[src/smpq_pkg.sv]
`timescale 1ns / 1ps

package smpq_pkg;

  localparam int CAPACITY = 16;
  localparam int KEY_BITS = 16;
  localparam int IDX_W    = $clog2(CAPACITY);
  localparam int CNT_W    = $clog2(CAPACITY + 1);

  localparam logic FUNC_PUSH = 1'b0;
  localparam logic FUNC_POP  = 1'b1;

  typedef struct packed {
    logic        func;
    logic [15:0] key;
    logic [7:0]  payload;
  } item_t;

  typedef struct packed {
    logic [15:0] front_key;
    logic [7:0]  front_payload;
    logic        is_empty;
    logic [4:0]  entry_count;
    logic        dropped;
  } result_t;

  typedef enum logic [2:0] {
    ST_IDLE,
    ST_PUSH_RD,
    ST_PUSH_CMP,
    ST_PUSH_FIRST,
    ST_POP_RD,
    ST_POP_MOV,
    ST_FRONT_RD,
    ST_DONE
  } state_t;

endpackage

[src/sorted_min_priority_queue.sv]
`timescale 1ns / 1ps

// Bounded min-priority queue held as a key-ordered list in a small memory,
// front (smallest key) at address 0; equal keys leave in arrival order.
// A request is taken when start is high and busy is low; cmd.func selects
// push (key and payload) or pop. Every request yields exactly one result,
// shown on result for the single cycle in which done is high; the receiver
// cannot stall it, so it must take the result in that cycle. A push to a
// full queue is discarded with result.dropped set; a pop on an empty queue
// changes nothing. One memory port pair is shared by a small sequencer,
// and each entry that is examined or moved takes a registered read, then
// a compare and write. busy stays high from the cycle after start until
// done has been shown.
module sorted_min_priority_queue (
  input  logic                clk,
  input  logic                rst,
  input  logic                start,
  input  smpq_pkg::item_t     cmd,
  output logic                busy,
  output logic                done,
  output smpq_pkg::result_t   result
);

  // sequencer state
  smpq_pkg::state_t state, state_next;

  // current memory address under the sequencer
  logic [smpq_pkg::IDX_W-1:0] idx, idx_next;
  // entries held
  logic [smpq_pkg::CNT_W-1:0] count, count_next;
  // request being served
  logic [smpq_pkg::KEY_BITS-1:0] new_key, new_key_next;
  logic [7:0]                    new_pay, new_pay_next;
  logic                          dropped, dropped_next;

  // entry store, one write and one registered read per cycle
  logic [smpq_pkg::KEY_BITS-1:0] key_mem [smpq_pkg::CAPACITY];
  logic [7:0]                    pay_mem [smpq_pkg::CAPACITY];
  logic [smpq_pkg::KEY_BITS-1:0] rd_key;
  logic [7:0]                    rd_pay;

  logic                          we;
  logic [smpq_pkg::IDX_W-1:0]    waddr;
  logic [smpq_pkg::KEY_BITS-1:0] wkey;
  logic [7:0]                    wpay;

  // helpers
  logic [smpq_pkg::CNT_W-1:0] cnt_dec;
  logic [smpq_pkg::IDX_W-1:0] last_idx;
  logic [smpq_pkg::IDX_W-1:0] idx_inc;
  logic [smpq_pkg::IDX_W-1:0] idx_dec;

  assign cnt_dec  = count - smpq_pkg::CNT_W'(1);
  assign last_idx = cnt_dec[smpq_pkg::IDX_W-1:0];
  assign idx_inc  = idx + smpq_pkg::IDX_W'(1);
  assign idx_dec  = idx - smpq_pkg::IDX_W'(1);

  // memory: write from the sequencer, read at idx every cycle
  always_ff @(posedge clk) begin
    if (we) begin
      key_mem[waddr] <= wkey;
      pay_mem[waddr] <= wpay;
    end
    rd_key <= key_mem[idx];
    rd_pay <= pay_mem[idx];
  end

  always_ff @(posedge clk) begin
    if (rst) begin
      state   <= smpq_pkg::ST_IDLE;
      idx     <= '0;
      count   <= '0;
      dropped <= 1'b0;
    end else begin
      state   <= state_next;
      idx     <= idx_next;
      count   <= count_next;
      dropped <= dropped_next;
    end
  end

  // request payload needs no reset
  always_ff @(posedge clk) begin
    new_key <= new_key_next;
    new_pay <= new_pay_next;
  end

  always_comb begin
    state_next   = state;
    idx_next     = idx;
    count_next   = count;
    dropped_next = dropped;
    new_key_next = new_key;
    new_pay_next = new_pay;
    we           = 1'b0;
    waddr        = idx_inc;
    wkey         = rd_key;
    wpay         = rd_pay;

    case (state)
      smpq_pkg::ST_IDLE: begin
        if (start) begin
          new_key_next = cmd.key[smpq_pkg::KEY_BITS-1:0];
          new_pay_next = cmd.payload;
          dropped_next = 1'b0;
          idx_next     = '0;
          if (cmd.func == smpq_pkg::FUNC_PUSH) begin
            if (count == smpq_pkg::CNT_W'(smpq_pkg::CAPACITY)) begin
              // full: discard and flag
              dropped_next = 1'b1;
              state_next   = smpq_pkg::ST_FRONT_RD;
            end else if (count == '0) begin
              we         = 1'b1;
              waddr      = '0;
              wkey       = cmd.key[smpq_pkg::KEY_BITS-1:0];
              wpay       = cmd.payload;
              count_next = smpq_pkg::CNT_W'(1);
              state_next = smpq_pkg::ST_FRONT_RD;
            end else begin
              // scan down from the back for the insertion point
              idx_next   = last_idx;
              state_next = smpq_pkg::ST_PUSH_RD;
            end
          end else begin
            if (count == '0) begin
              state_next = smpq_pkg::ST_FRONT_RD;
            end else if (count == smpq_pkg::CNT_W'(1)) begin
              count_next = '0;
              state_next = smpq_pkg::ST_FRONT_RD;
            end else begin
              idx_next   = smpq_pkg::IDX_W'(1);
              state_next = smpq_pkg::ST_POP_RD;
            end
          end
        end
      end

      smpq_pkg::ST_PUSH_RD: begin
        state_next = smpq_pkg::ST_PUSH_CMP;
      end

      smpq_pkg::ST_PUSH_CMP: begin
        we = 1'b1;
        if (rd_key > new_key) begin
          // larger key moves one place back
          if (idx == '0) begin
            state_next = smpq_pkg::ST_PUSH_FIRST;
          end else begin
            idx_next   = idx_dec;
            state_next = smpq_pkg::ST_PUSH_RD;
          end
        end else begin
          // insert behind entries with smaller or equal key
          wkey       = new_key;
          wpay       = new_pay;
          count_next = count + smpq_pkg::CNT_W'(1);
          idx_next   = '0;
          state_next = smpq_pkg::ST_FRONT_RD;
        end
      end

      smpq_pkg::ST_PUSH_FIRST: begin
        we         = 1'b1;
        waddr      = '0;
        wkey       = new_key;
        wpay       = new_pay;
        count_next = count + smpq_pkg::CNT_W'(1);
        idx_next   = '0;
        state_next = smpq_pkg::ST_FRONT_RD;
      end

      smpq_pkg::ST_POP_RD: begin
        state_next = smpq_pkg::ST_POP_MOV;
      end

      smpq_pkg::ST_POP_MOV: begin
        // move entry one place toward the front
        we    = 1'b1;
        waddr = idx_dec;
        if (idx == last_idx) begin
          count_next = cnt_dec;
          idx_next   = '0;
          state_next = smpq_pkg::ST_FRONT_RD;
        end else begin
          idx_next   = idx_inc;
          state_next = smpq_pkg::ST_POP_RD;
        end
      end

      smpq_pkg::ST_FRONT_RD: begin
        // idx is 0 here, front entry lands in rd_key / rd_pay
        state_next = smpq_pkg::ST_DONE;
      end

      smpq_pkg::ST_DONE: begin
        state_next = smpq_pkg::ST_IDLE;
      end

      default: begin
        state_next = smpq_pkg::ST_IDLE;
      end
    endcase
  end

  assign busy = (state != smpq_pkg::ST_IDLE);
  assign done = (state == smpq_pkg::ST_DONE);

  // empty queue reports zero front
  always_comb begin
    result.is_empty      = (count == '0);
    result.entry_count   = 5'(count);
    result.dropped       = dropped;
    result.front_key     = result.is_empty ? 16'd0 : 16'(rd_key);
    result.front_payload = result.is_empty ? 8'd0 : rd_pay;
  end

endmodule

[config.mk]
export PLATFORM = sky130hd
export DESIGN_NAME = sorted_min_priority_queue
export DESIGN_NICKNAME = d
export VERILOG_FILES = /design/src/smpq_pkg.sv /design/src/sorted_min_priority_queue.sv
export SDC_FILE = /design/constraint.sdc
export NUM_CORES = 1
export LEC_CHECK = 0
export BUFFER_PORTS_ARGS = -buffer_cell sky130_fd_sc_hd__buf_2
export CORE_AREA = 4 4 171 173
export CTS_CLUSTER_DIAMETER = 100
export CTS_CLUSTER_SIZE = 24
export DETAILED_ROUTE_END_ITERATION = 10
export DIE_AREA = 0 0 175 177
export PLACE_DENSITY = 0.83
export SYNTH_ARGS = -nofsm -noshare
export SYNTH_HDL_FRONTEND = slang
export SYNTH_SLANG_ARGS = --single-unit
[constraint.sdc]
create_clock -name clk -period 7.5 [get_ports clk]
set_clock_uncertainty 0.1 [all_clocks]
set_input_delay 1.5 -clock clk [delete_from_list [all_inputs] [get_ports clk]]
set_output_delay 1.5 -clock clk [all_outputs]
set_load 0.1 [all_outputs]
==> flow_summary.json <==
{
  "critPathCaptureType": "output pin",
  "grt_pass1_wl_um": 60700,
  "cts.sinks": 445,
  "relSlewSlack_pct": 22.7,
  "gp_congestion": 0.929,
  "htreeDepth": 1,
  "worstPathMaxFanout": 28,
  "synth.avg_cell_area_um2": 19.2,
  "layout_min_cycle_time_ns": 4.43,
  "grt_start_max_net_pins": 75,
  "hold_path_end": "dropped",
  "drive_above_1_share_pct": 24.9,
  "wl_met1_um": 16200,
  "p_per_area_nw_per_um2": 418,
  "via_per_inst": 6.90,
  "fmax_ghz": 0.226,
  "hold_viol_final": 0,
  "seq_area_frac_synth_pct": 72.2,
  "synth_edf_count": 408,
  "num-fill-cells": 1688,
  "firstDrtPassIters": 9,
  "clkTransAtPathRegs_ns": 0.10,
  "start_util_pct": 65.1,
  "cts_tree": "yes",
  "route.met3.wl_um": 4410,
  "setup_tns_ns": 0,
  "r2r_slack_ns": 3.37,
  "grt_pass1_vias": 9172,
  "synth_top_cell_by_area": "edfxtp_1",
  "cp.arrival_ns": 2.83,
  "worst_slew_pin_slew_ns": 1.16,
  "whs_ns": 0.397,
  "mostFrequentLayoutCells": "edfxtp_1 (408), mux4_2 (120), buf_2 (60)",
  "met2RoutedLength_um": 18900,
  "postCtsResizedCells": 0,
  "diodes": 0,
  "synth_flop_cell": "edfxtp_1",
  "worstSetupStartpointType": "register",
  "p_leak_uw": 0.00620,
  "die-height_um": 177,
  "cts_setup_buffers": 0,
  "dieArea_um2": 31000,
  "cts.path.max_buffers": 3,
  "rows": 61,
  "reg2reg_from": "rd_key[15]",
  "hold_path_depth": 2,
  "ant_nets": 0,
  "async_reset_ff_share_pct": 0,
  "hold_class": "reg2reg",
  "maxCapViolations": 0,
  "multi_input_area_um2": 4810,
  "routed_wl_um": 41000,
  "fin_util_pct": 70.2,
  "synth_cells": 939,
  "final_nets": 1029,
  "numPortBuffers": 60,
  "num_vias": 9469,
  "grt_use_total_pct": 26.8,
  "drc": 0,
  "synth_top_area_share_pct": 68.1,
  "design.core.area_um2": 27600,
  "clock-root-buffer": "clkbuf_16",
  "ys_ff_latch": 445,
  "period_share_pct": 59.1,
  "status": "completed",
  "ff2ff_path_depth": 7,
  "vdd_drop_max_uv": 254,
  "final_common_cell": "edfxtp_1",
  "die_w_um": 175,
  "synth_area_um2": 18000,
  "rsz0062_at_grt": "no",
  "top_layer_used": "met5",
  "drtIter0Drc": 1501,
  "report.final.slew_viol_count": 0,
  "crit_required_ns": 5.90,
  "yosys-top-cells-area": "edfxtp_1 (68%), mux4_2 (15%), dfxtp_1 (4.1%)",
  "antenna_found_initial": 3,
  "grt_overflow": 0,
  "ys_types": 57,
  "num_io_pins": 61,
  "numCtsBuffers": 22,
  "routedWlPerCell_um": 29.9,
  "synth_nets": 989,
  "hpwl_um": 26600,
  "clk_latency_ns": 0.54,
  "reg2reg_to": "key_mem[14][13]",
  "finalSetupViolations": 0,
  "path_class": "reg2out",
  "hold_buffers": 0,
  "worstHoldStart": "dropped",
  "ys.warnings.count": 0,
  "area_growth_syn_to_layout_pct": 7.84,
  "regArea_um2": 13000
}
==> cell usage after synthesis, drive strengths merged, types with 2 or more instances <==
cell type	instances
a211oi	7
a21o	7
a21oi	27
a221o	22
a221oi	3
a22oi	2
a31oi	2
a32o	6
and2	11
and3	2
buf	17
clkbuf	36
dfxtp	37
edfxtp	408
ha	22
inv	26
mux2i	2
mux4	120
nand2	28
nand2b	6
nand3	2
nand4	3
nor2	51
nor2b	26
nor3	9
nor3b	2
nor4	5
nor4b	2
o21ai	15
o31ai	5
or2	2
or3	2
xnor2	6
xor2	4
==> stage by stage <==
step                      cell area, µm²  power, µW  std cells  setup WS, ns
after floorplan                    18000       5820        939          1.92
after global placement             18800       6700       1333          3.26
after detailed placement           18800       6810       1333          3.05
after CTS                          19400       8100       1372          3.11
after global routing               19400       8420       1372          2.99
final                              19400       8120       1372          3.07
==> logic make-up (layout without fill, tap and decap cells) <==
group	count (synthesis)	in the layout	synth area share, %
flops	445	445	72.2
xor+xnor	10	10	0.487
simple gates	152	152	4.28
fa+ha+maj	22	22	1.53
mux	123	123	15.2
compound gates	108	108	4.55
buf+inv	79	134	1.77
==> state kept, by name (all words and copies together) (netlist names), 3 cells and up <==
signal   flops
idx          4
rd_pay       8
state        3
rd_key      16
key_mem    256
new_key     16
count        5
pay_mem    128
new_pay      8
==> how the worst max path moves through the flow <==
stage	startpoint	endpoint	slack, ns	depth (start not counted)
after CTS	count[0]	result[18]	3.11	6
after floorplan	count[0]	result[10]	1.92	6
after detailed placement	cmd[24]	pay_mem[7][6]	3.05	8
after global placement	cmd[24]	pay_mem[5][5]	3.26	8
after global routing	count[0]	result[17]	2.99	6
final	count[0]	result[18]	3.07	6
==> power breakdown <==
group          internal (µW)  switching, µW  leakage, µW  total, µW
Clock                    591            729     0.000313       1320
Combinational            877           2110      0.00188       2990
Sequential              3590            225      0.00401       3810
Total                   5050           3070      0.00620       8120
==> per-layer routing <==
layer / up-vias / GRT usage, %
li1: 3885 / -
met1: 4901 / 41.6
met2: 590 / 40.8
met3: 89 / 4.66
met4: 4 / 7.30
met5: - / 0
==> worst max-delay path, cell delays in order (launching register included) <==
cell	delay, ns
dfxtp_1	0.58
inv_1	0.14
ha_1	0.29
nor4b_4	0.15
buf_4	0.27
nor2b_1	0.34
buf_2	0.50
==> layout make-up <==
| class | instances | share of cell area (%) |
|---|---|---|
| inverter | 26 | 0.503 |
| multi-input combinational | 415 | 24.8 |
| clock buffer | 38 | 3.31 |
| sequential | 445 | 67.0 |
| timing repair buffer | 69 | 1.90 |
| tap | 378 | 2.44 |
| clock inverter | 1 | 0.0580 |
(Power assumes the default switching activity.)
